===== config.mk =====
export PLATFORM = sky130hd
export DESIGN_NAME = dual_axis_pid_tilt_controller_core
export DESIGN_NICKNAME = d
export VERILOG_FILES = /design/src/hw/rtl/dapt_pkg.sv /design/src/hw/rtl/dual_axis_pid_tilt_controller_core.sv /design/src/hw/rtl/dapt_mac.sv
export SDC_FILE = /design/constraint.sdc
export NUM_CORES = 2
export LEC_CHECK = 0
export BUFFER_PORTS_ARGS = -buffer_cell sky130_fd_sc_hd__buf_2
export CAP_MARGIN = 30
export CORE_MARGIN = 3
export CORE_UTILIZATION = 58
export CTS_CLUSTER_DIAMETER = 200
export CTS_CLUSTER_SIZE = 25
export DETAILED_ROUTE_END_ITERATION = 8
export GPL_ROUTABILITY_DRIVEN = 1
export HOLD_SLACK_MARGIN = 0.06
export PLACE_DENSITY_LB_ADDON = 0.3
export SETUP_SLACK_MARGIN = 0.3
export SLEW_MARGIN = 20
export SYNTH_ARGS = -nofsm -noshare
export SYNTH_HDL_FRONTEND = slang
export SYNTH_SLANG_ARGS = --single-unit

===== constraint.sdc =====
create_clock -name aclk -period 8.1 [get_ports aclk]
set_clock_uncertainty 0.05 [all_clocks]
set_input_delay 0.81 -clock aclk [delete_from_list [all_inputs] [get_ports aclk]]
set_output_delay 0.81 -clock aclk [all_outputs]
set_load 0.005 [all_outputs]

===== src/hw/rtl/dapt_pkg.sv =====
// Shared types, widths and constants for the dual-axis PID tilt controller.
package dapt_pkg;

    localparam int TILT_W     = 16;
    localparam int CENT_W     = 16;
    localparam int GAIN_W     = 16;
    localparam int MAXT_W     = 7;
    localparam int LIMIT_W    = 12;
    localparam int ERR_W      = 17;
    localparam int SUM_W      = 21;
    localparam int SUMX_W     = 22;
    localparam int DIFF_W     = 18;
    localparam int OPA_W      = 21;
    localparam int PROD_W     = 38;
    localparam int ACC_W      = 39;
    localparam int TGT_SHIFT  = 7;
    localparam int TGT_W      = 16;
    localparam int EFF_SHIFT  = 15;
    localparam int EFF_W      = ACC_W - EFF_SHIFT;
    localparam int DEG_SHIFT  = 7;
    localparam int DUTY_W     = 8;
    localparam int DRIVE_W    = 2;
    localparam int CFG_IDX_W  = 3;
    localparam int CFG_DATA_W = 16;

    localparam logic [DUTY_W-1:0] DUTY_MAX = 8'd255;

    localparam logic [GAIN_W-1:0]  GAIN_P_RST    = 16'd10240;
    localparam logic [GAIN_W-1:0]  GAIN_I_RST    = 16'd26;
    localparam logic [GAIN_W-1:0]  GAIN_D_RST    = 16'd2560;
    localparam logic [MAXT_W-1:0]  MAX_TILT_RST  = 7'd10;
    localparam logic [LIMIT_W-1:0] SUM_LIMIT_RST = 12'd2550;

    typedef enum logic [CFG_IDX_W-1:0] {
        CFG_GAIN_P    = 3'd0,
        CFG_GAIN_I    = 3'd1,
        CFG_GAIN_D    = 3'd2,
        CFG_MAX_TILT  = 3'd3,
        CFG_SUM_LIMIT = 3'd4
    } cfg_index_t;

    typedef enum logic [DRIVE_W-1:0] {
        DRIVE_BRAKE = 2'd0,
        DRIVE_FWD   = 2'd1,
        DRIVE_REV   = 2'd2
    } drive_t;

    typedef enum logic [2:0] {
        ST_IDLE,
        ST_TGT,
        ST_ERR,
        ST_MP,
        ST_MI,
        ST_MD,
        ST_ACC,
        ST_FIN
    } state_t;

    typedef struct packed {
        logic mul_en;
        logic acc_load;
        logic acc_add;
    } mac_ctrl_t;

endpackage


===== src/hw/rtl/dual_axis_pid_tilt_controller_core.sv =====
// Top level of the dual-axis PID tilt controller with clamped integral.
//
//  channel   direction  handshake          payload
//  s_*       in         s_valid/s_ready    tilt_x, tilt_y, centroid_x, centroid_y
//  m_*       out        m_valid/m_ready    duty_x, drive_x, duty_y, drive_y
//  cfg_*     in         cfg_wr_en          cfg_index, cfg_data
//
// Each item passes through seven steps per axis on the single shared multiplier
// (target, error/clamp, three gain products, accumulate, duty/drive) before m_valid.
// s_ready is high only while idle, so no new beat is taken until the last one is done.
// aresetn (synchronous, active low) clears the sums and previous errors and
// restores the register defaults.
// A waiting result holds the block at its last step until m_ready takes it.
module dual_axis_pid_tilt_controller_core import dapt_pkg::*; (
    input  logic                      aclk,
    input  logic                      aresetn,
    input  logic                      s_valid,
    output logic                      s_ready,
    input  logic signed [TILT_W-1:0]  s_tilt_x,
    input  logic signed [TILT_W-1:0]  s_tilt_y,
    input  logic signed [CENT_W-1:0]  s_centroid_x,
    input  logic signed [CENT_W-1:0]  s_centroid_y,
    output logic                      m_valid,
    input  logic                      m_ready,
    output logic [DUTY_W-1:0]         m_duty_x,
    output logic [DRIVE_W-1:0]        m_drive_x,
    output logic [DUTY_W-1:0]         m_duty_y,
    output logic [DRIVE_W-1:0]        m_drive_y,
    input  logic                      cfg_wr_en,
    input  logic [CFG_IDX_W-1:0]      cfg_index,
    input  logic [CFG_DATA_W-1:0]     cfg_data
);

    state_t state_reg, state_next;
    logic   axis_reg;

    logic [GAIN_W-1:0]  gain_p_reg, gain_i_reg, gain_d_reg;
    logic [MAXT_W-1:0]  max_tilt_reg;
    logic [LIMIT_W-1:0] sum_limit_reg;

    logic signed [TILT_W-1:0] tilt_x_reg, tilt_y_reg;
    logic signed [CENT_W-1:0] cent_x_reg, cent_y_reg;

    logic signed [SUM_W-1:0]  sum_x_reg, sum_y_reg;
    logic signed [ERR_W-1:0]  prev_x_reg, prev_y_reg;

    logic signed [ERR_W-1:0]  err_reg;
    logic signed [SUM_W-1:0]  cur_sum_reg;
    logic signed [DIFF_W-1:0] diff_reg;

    logic [DUTY_W-1:0]  hold_duty_reg;
    logic [DRIVE_W-1:0] hold_drive_reg;

    logic               m_valid_reg;
    logic [DUTY_W-1:0]  duty_x_reg, duty_y_reg;
    logic [DRIVE_W-1:0] drive_x_reg, drive_y_reg;

    mac_ctrl_t                mac_ctrl;
    logic signed [OPA_W-1:0]  op_a;
    logic        [GAIN_W-1:0] op_b;
    logic signed [PROD_W-1:0] prod;
    logic signed [ACC_W-1:0]  acc;

    logic accept;
    logic fin_go;

    // error step
    logic signed [TILT_W-1:0] tilt_sel;
    logic signed [CENT_W-1:0] cent_sel;
    logic signed [SUM_W-1:0]  sum_sel;
    logic signed [ERR_W-1:0]  prev_sel;
    logic signed [TGT_W-1:0]  target;
    logic signed [ERR_W-1:0]  err_now;
    logic signed [SUMX_W-1:0] sum_raw;
    logic signed [SUMX_W-1:0] lim_pos;
    logic signed [SUMX_W-1:0] lim_neg;
    logic signed [SUMX_W-1:0] sum_clamped;
    logic signed [DIFF_W-1:0] diff_now;

    // final step
    logic signed [EFF_W-1:0] eff;
    logic signed [EFF_W-1:0] eff_neg;
    logic                    eff_is_neg;
    logic                    eff_zero;
    logic                    sat;
    logic [DUTY_W-1:0]       duty_now;
    drive_t                  drive_now;

    dapt_mac u_mac (
        .aclk (aclk),
        .ctrl (mac_ctrl),
        .op_a (op_a),
        .op_b (op_b),
        .prod (prod),
        .acc  (acc)
    );

    assign s_ready = (state_reg == ST_IDLE);
    assign accept  = s_valid && s_ready;
    assign fin_go  = (state_reg == ST_FIN) && (!axis_reg || !m_valid_reg || m_ready);

    // configuration registers
    always_ff @(posedge aclk) begin
        if (!aresetn) begin
            gain_p_reg    <= GAIN_P_RST;
            gain_i_reg    <= GAIN_I_RST;
            gain_d_reg    <= GAIN_D_RST;
            max_tilt_reg  <= MAX_TILT_RST;
            sum_limit_reg <= SUM_LIMIT_RST;
        end else if (cfg_wr_en) begin
            case (cfg_index)
                CFG_GAIN_P:    gain_p_reg    <= cfg_data;
                CFG_GAIN_I:    gain_i_reg    <= cfg_data;
                CFG_GAIN_D:    gain_d_reg    <= cfg_data;
                CFG_MAX_TILT:  max_tilt_reg  <= cfg_data[MAXT_W-1:0];
                CFG_SUM_LIMIT: sum_limit_reg <= cfg_data[LIMIT_W-1:0];
                default: ;
            endcase
        end
    end

    // next state
    always_comb begin
        state_next = state_reg;
        case (state_reg)
            ST_IDLE: begin
                if (s_valid) state_next = ST_TGT;
            end
            ST_TGT: state_next = ST_ERR;
            ST_ERR: state_next = ST_MP;
            ST_MP:  state_next = ST_MI;
            ST_MI:  state_next = ST_MD;
            ST_MD:  state_next = ST_ACC;
            ST_ACC: state_next = ST_FIN;
            ST_FIN: begin
                if (!axis_reg) begin
                    state_next = ST_TGT;
                end else if (fin_go) begin
                    state_next = ST_IDLE;
                end
            end
            default: state_next = ST_IDLE;
        endcase
    end

    // unit control and operand selection
    always_comb begin
        mac_ctrl = '0;
        op_a     = '0;
        op_b     = '0;
        case (state_reg)
            ST_TGT: begin
                mac_ctrl.mul_en = 1'b1;
                op_a = OPA_W'(cent_sel);
                op_b = GAIN_W'(max_tilt_reg);
            end
            ST_MP: begin
                mac_ctrl.mul_en = 1'b1;
                op_a = OPA_W'(err_reg);
                op_b = gain_p_reg;
            end
            ST_MI: begin
                mac_ctrl.mul_en   = 1'b1;
                mac_ctrl.acc_load = 1'b1;
                op_a = cur_sum_reg;
                op_b = gain_i_reg;
            end
            ST_MD: begin
                mac_ctrl.mul_en  = 1'b1;
                mac_ctrl.acc_add = 1'b1;
                op_a = OPA_W'(diff_reg);
                op_b = gain_d_reg;
            end
            ST_ACC: begin
                mac_ctrl.acc_add = 1'b1;
            end
            default: ;
        endcase
    end

    // error, clamped sum and difference
    always_comb begin
        tilt_sel = axis_reg ? tilt_y_reg : tilt_x_reg;
        cent_sel = axis_reg ? cent_y_reg : cent_x_reg;
        sum_sel  = axis_reg ? sum_y_reg  : sum_x_reg;
        prev_sel = axis_reg ? prev_y_reg : prev_x_reg;
        // product fits 23 bits; the arithmetic shift floors
        target   = prod[TGT_SHIFT+TGT_W-1:TGT_SHIFT];
        err_now  = ERR_W'(target) - ERR_W'(tilt_sel);
        sum_raw  = SUMX_W'(sum_sel) + SUMX_W'(err_now);
        lim_pos  = $signed({{(SUMX_W-LIMIT_W-DEG_SHIFT){1'b0}}, sum_limit_reg,
                            {DEG_SHIFT{1'b0}}});
        lim_neg  = -lim_pos;
        if (sum_raw > lim_pos) begin
            sum_clamped = lim_pos;
        end else if (sum_raw < lim_neg) begin
            sum_clamped = lim_neg;
        end else begin
            sum_clamped = sum_raw;
        end
        diff_now = DIFF_W'(err_now) - DIFF_W'(prev_sel);
    end

    // shifted effort to duty and drive code
    always_comb begin
        eff        = acc[ACC_W-1:EFF_SHIFT];
        eff_is_neg = eff[EFF_W-1];
        eff_zero   = (eff == '0);
        eff_neg    = -eff;
        if (eff_is_neg) begin
            sat      = (eff_neg[EFF_W-1:DUTY_W] != '0);
            duty_now = sat ? DUTY_MAX : eff_neg[DUTY_W-1:0];
        end else begin
            sat      = (eff[EFF_W-1:DUTY_W] != '0);
            duty_now = sat ? DUTY_MAX : eff[DUTY_W-1:0];
        end
        // Y drives the other way round
        if (eff_zero) begin
            drive_now = DRIVE_BRAKE;
        end else if (eff_is_neg == axis_reg) begin
            drive_now = DRIVE_FWD;
        end else begin
            drive_now = DRIVE_REV;
        end
    end

    always_ff @(posedge aclk) begin
        if (!aresetn) begin
            state_reg   <= ST_IDLE;
            axis_reg    <= 1'b0;
            sum_x_reg   <= '0;
            sum_y_reg   <= '0;
            prev_x_reg  <= '0;
            prev_y_reg  <= '0;
            m_valid_reg <= 1'b0;
        end else begin
            state_reg <= state_next;
            if (accept) begin
                axis_reg <= 1'b0;
            end else if (state_reg == ST_FIN && !axis_reg) begin
                axis_reg <= 1'b1;
            end
            if (state_reg == ST_ERR) begin
                if (axis_reg) begin
                    sum_y_reg  <= SUM_W'(sum_clamped);
                    prev_y_reg <= err_now;
                end else begin
                    sum_x_reg  <= SUM_W'(sum_clamped);
                    prev_x_reg <= err_now;
                end
            end
            if (fin_go && axis_reg) begin
                m_valid_reg <= 1'b1;
            end else if (m_ready) begin
                m_valid_reg <= 1'b0;
            end
        end
    end

    // payload, step and result registers
    always_ff @(posedge aclk) begin
        if (accept) begin
            tilt_x_reg <= s_tilt_x;
            tilt_y_reg <= s_tilt_y;
            cent_x_reg <= s_centroid_x;
            cent_y_reg <= s_centroid_y;
        end
        if (state_reg == ST_ERR) begin
            err_reg     <= err_now;
            cur_sum_reg <= SUM_W'(sum_clamped);
            diff_reg    <= diff_now;
        end
        if (state_reg == ST_FIN && !axis_reg) begin
            hold_duty_reg  <= duty_now;
            hold_drive_reg <= drive_now;
        end
        if (fin_go && axis_reg) begin
            duty_x_reg  <= hold_duty_reg;
            drive_x_reg <= hold_drive_reg;
            duty_y_reg  <= duty_now;
            drive_y_reg <= drive_now;
        end
    end

    assign m_valid   = m_valid_reg;
    assign m_duty_x  = duty_x_reg;
    assign m_drive_x = drive_x_reg;
    assign m_duty_y  = duty_y_reg;
    assign m_drive_y = drive_y_reg;

endmodule


===== src/hw/rtl/dapt_mac.sv =====
// Shared multiply-accumulate unit: registered product, registered accumulator.
module dapt_mac import dapt_pkg::*; (
    input  logic                     aclk,
    input  mac_ctrl_t                ctrl,
    input  logic signed [OPA_W-1:0]  op_a,
    input  logic        [GAIN_W-1:0] op_b,
    output logic signed [PROD_W-1:0] prod,
    output logic signed [ACC_W-1:0]  acc
);

    logic signed [PROD_W-1:0] prod_reg;
    logic signed [ACC_W-1:0]  acc_reg;
    logic signed [ACC_W-1:0]  prod_ext;

    assign prod_ext = {{(ACC_W-PROD_W){prod_reg[PROD_W-1]}}, prod_reg};

    always_ff @(posedge aclk) begin
        if (ctrl.mul_en) begin
            prod_reg <= op_a * $signed({1'b0, op_b});
        end
        if (ctrl.acc_load) begin
            acc_reg <= prod_ext;
        end else if (ctrl.acc_add) begin
            acc_reg <= acc_reg + prod_ext;
        end
    end

    assign prod = prod_reg;
    assign acc  = acc_reg;

endmodule


After elaboration in Yosys (flattened, before gate mapping)
Index checks and enable logic that the tools add are counted.
Widths: inputs -> output; s select.

storage, ports and cells
  bits in writable memories = 0
  input port bits = 88
  output and inout bits = 22
  bits in latches = 0
  memories kept = 0
  ROM bits = 0
  word-level logic and storage cells = 102
  register bits = 375

operators by class
  div/mod/pow operators = 0
  reductions and logical operators = 26
  multiplexer cells = 24
  add/subtract/negate cells = 6
  $lt $le $gt $ge = 2
  equality and inequality tests = 14
  $mul = 1
  shifts and indexed selects = 0
  bitwise gates (word level) = 2

operator list
  cell                number
  $pmux 21 s4         1
  $mux 39             2
  $pmux 16 s4         1
  $mux 21             3
  $add 39x38->39      1
  $mul 21x17->38      1
  $mux 16             2
  $reduce_bool 16->1  2
  $logic_not 24->1    1
  $mux 8              3
  $neg 24->24         1
  $pmux 3 s8          1
  $add 21x17->22      1
  $gt 22x20->1        1
  $lt 22x22->1        1
  $neg 19->22         1
  $sub 17x17->18      1
  $mux 17             1
  $sub 16x16->17      1
  $reduce_and 2->1    8
  $eq 3x3->1 const B  5
  $eq 3x2->1 const B  4
  $mux 3              3
  $eq 3x1->1 const B  2
  13 further kinds    27

Logic depth before layout (Yosys ltp)
  depth in word-level cells = 7
  mapped depth = 39
  depth with buffers taken out = 35

Hierarchy
A second synthesis with hierarchy kept.

second synthesis, totals
  cell total of the unflattened synthesis = 3550
  area total of the unflattened synthesis = 33500.9 µm²

modules (own cells, without submodules)
  module                              times used  sequential area each (µm²)  area each (µm²)  cells each
  dapt_mac                            1           2312.2                      17190.2          1838
  dual_axis_pid_tilt_controller_core  1           7467.2                      16310.6          1712

Least setup slack after synthesis
OpenSTA, ideal clock, no wires.

  kind = flip-flop to flip-flop
  from = register state_reg[0]
  to = register u_mac.prod_reg[34], in the netlist u_mac.prod[34], data pin
  buffers on the path = 4
  stages on the path, launching flop included = 33
  arrival = 7.892 ns
  setup slack = -0.101 ns
  required time = 7.792 ns
  setup time = 0.258 ns
  period minus slack after synthesis = 8.201 ns
  cell sequence = dfxtp_1 clkbuf_1 nand2_1 nor2_1 clkbuf_1 buf_1 nand2_1 o21ai_1 clkbuf_1 nand2_1 fa_1 inv_1 fa_1 inv_1 fa_1 inv_1 fa_1 fa_1 inv_1 fa_1 inv_1 ha_1 a21oi_1 a311oi_1 nand4_1 a31o_2 a31oi_1 a21boi_0 nand2b_1 o21a_1 o21bai_1 a21oi_1 xnor2_1

between the ends
  word-level cells in the longest chain between the ends = 3
  elaborated cells on any way between the ends = 7
  those cells by class = mul (1); eq/ne (4); mux (2)

RTL lines
  item                                        RTL line                                   RTL
  start, declared                             dual_axis_pid_tilt_controller_core.sv:34   state_t state_reg, state_next;
  start signal, assigned                      dual_axis_pid_tilt_controller_core.sv:237  state_reg <= state_next;
  $eq 3x3->1, or another cell as far along    dual_axis_pid_tilt_controller_core.sv:151  case (state_reg)
  $pmux 21 s4 or $pmux 16 s4 (tied branches)  dual_axis_pid_tilt_controller_core.sv:151
  $mul 21x17->38 *                            dapt_mac.sv:19                             prod_reg <= op_a * $signed({1'b0, op_b});
  end signal, assigned                        dapt_mac.sv:19
  end, declared                               dapt_mac.sv:11                             logic signed [PROD_W-1:0] prod_reg;

Every way passes the cells marked *; elsewhere a longest branch is shown, timed or not.
A chain may end at the register's enable or synchronous reset.

Final worst setup path
  from = register state_reg[0]
  to = register u_mac.prod_reg[27], in the netlist u_mac.prod[27], data pin

Same word-level chain as after synthesis.

==> reports/summary.txt <==
critical path endpoint category: flip-flop
Fin. Hold Viols: 0
Avg Cell Area, Syn: 9.45 µm²
Worst EP required: 8.36 ns
top post-synthesis cells by area: edfxtp_1 21%, fa_1 21%, dfxtp_1 9.2%
placer congestion estimate: 0.937
Placeable Area: 54200 µm²
outcome: finished clean
Crit Path Max Fanout: 9
final hold slack: 0.359 ns
Max Cap Viol: 0
Post-synth top cells: 524 x nand2_1, 493 x inv_1, 339 x fa_1, 227 x edfxtp_1, 216 x ha_1
DIE AREA: 58100 µm²
hold buffers post-CTS: 0
vias in the first global route: 23900
Startpoint Class: flip-flop
RSZ-0062 raised after global routing: true
CTS H-tree depth: 1
cell with the most instances after synthesis: nand2_1
DRT Wirelength: 80000 µm
CTS Buffer Depth: 3
Hold Startpoint: s_centroid_y[2]
xor and xnor area share after synthesis: 3.71%
drt initial violations: 2060
Yosys warnings: 0
via count: 24300
mux share of post-synthesis cell area: 2.86%
slew margin rel.: 36.6%
CP arrival: 7.82 ns
max reg flops: 39
routed vias/inst: 5.75
post-synthesis cell type count: 72
setup TNS: 0 ns
GRT Util Overall: 27.8%
clock latency on the worst-skew pair: 0.57 ns
worst-margin pin slew: 0.951 ns
syn_nets: 4036
Crit Path Class: reg -> reg
Main synth FF type: edfxtp_1
Post-Synth Simple-Gate Area: 13.4%
layout cells sized above 1: 10.7%
Filler cells: 4370
Area growth, synth to finish: 8.97%
Pwr Density: 357 nW/µm²
HP Class: in -> reg
largest family of logic cells by synthesized area: adder cells
CTS clock-pin slew for the worst setup and hold paths: 0.11 ns
CTS tree: done
final setup fails: 0
CTS sink cnt: 375
DRC violations left: 0
Final Cycle Share: 93.3%
row cnt: 85
Die Width: 241 µm
Critical path origin: state_reg[0]
initial antenna violation count: 3
global route total overflow: 0
post-synthesis cell count: 3393
Die Y: 241 µm
Final Critical Period: 7.56 ns
first-pass GRT wire length: 127000 µm
Async SR Flop Fraction: 0%
Post-Syn Area: 32100 µm²
final worst setup slack: 0.541 ns
Antenna diodes: 0
Root Driver: clkbuf_16
maximum number of pins on one net before global-route repair: 102
slowest CP cell: fa_1
#FFs+latches synth: 375
initial core utilization: 59.1%
Worst path max stage delay: 0.56 ns
Leakage: 15.2 nW
Layout Nets: 4161
io pins: 110
Synth area leader: edfxtp_1
Post-Synth Adder-Cell Area: 29.6%
top cell type's share of synthesized area: 21.3%
r2r startpoint: state_reg[0]
HPWL Detailed: 62700 µm
DR WL/cell: 18.9 µm
utilization after layout: 64.4%
Max IR drop VDD: 375 µV
number of port buffers: 109
TritonCTS buffer count: 18
post-route ant nets: 0
most used cell, CP: fa_1
post-synthesis compound-gate area fraction: 12.5%
sequential element share of the synthesized area: 30.5%
1st-pass router iterations: 6
EDFF count, synth: 227
Placement Setup Slack: 0.169 ns
Max Freq: 132 MHz
Slew Limit Fails: 0
==> kinds of logic after synthesis <==
kind of cell    count (synthesis)
mux                            88
xor+xnor                      136
buf+inv                       631
compound gates                609
fa+ha+maj                     555
simple gates                  999
flops                         375
==> metal layers <==
metal / track usage (%) / vias to the layer above / share of wire (%)
li1: - / 11500 / -
met1: 38.9 / 11800 / 43
met2: 44.2 / 913 / 45
met3: 5.94 / 140 / 9.4
met4: 8.11 / 4 / 3.2
met5: 0 / - / 0.033
==> power by group <==
group | internal [W] | total [W] | switching (W)
clock network | 0.000428 | 0.00104 | 0.000613
logic | 0.00322 | 0.00819 | 0.00497
registers | 0.00288 | 0.00324 | 0.000357
total | 0.00652 | 0.0125 | 0.00594
==> worst max-delay path: cells and delay by family, from the launching register on <==
| kind | cells | cell delay (ns) |
|---|---|---|
| DFF | 1 | 0.35 |
| xor gates and xnor gates | 1 | 0.07 |
| buffers and inverters | 7 | 0.85 |
| and+or+nand+nor | 3 | 0.60 |
| AOI/OAI and AO/OA | 11 | 2.12 |
| adders and majority gates | 7 | 3.26 |
==> layout by cell type (no fill, tap or decap), drive strengths merged, types with 116 or more instances in the layout <==
cell type,n
nor2,210
o21ai,182
inv,493
dfxtp,148
nand2,524
a21oi,116
edfxtp,227
fa,339
ha,216
buf,239
==> metrics by stage <==
step	area (µm²)	cells	power [W]
final	34900	4225	0.0125
after global routing	34900	4225	0.0135
after CTS	34500	4209	0.0121
after detailed placement	34000	4176	0.0110
after global placement	34000	4175	0.0108
after floorplan	32100	3393	0.00869
==> path summary, 6_finish.rpt <==
kind | cells past startpoint | to | slack, ns
worst min register to register | 0 | m_duty_x[0] | 0.38
worst max register to register | 29 | u_mac.prod[27] | 0.54
worst min-delay path | 1 | cent_y_reg[2] | 0.36
worst max-delay path | 29 | u_mac.prod[27] | 0.54
==> layout make-up <==
cell class	count	area [µm²]	share of cell area, %
repair buffers	242	1690	4.85
clock inverters	1	16.3	0.0465
inverters	493	1850	5.30
clock buffers	30	495	1.42
flip-flops and latches	375	9790	28.0
multi-input cells	2388	20200	57.9
well taps	696	871	2.49
==> timing repair <==
item | 4_1_cts | 5_1_grt
hold endpoints to repair | 0 | 0
setup buffers | 2 | 12
endpoints found under the setup margin | 4 | 74
pin swaps | 2 | 12
gates resized for setup | 7 | 71
cloned | 0 | 3
Power figures use the tool's default switching activity.
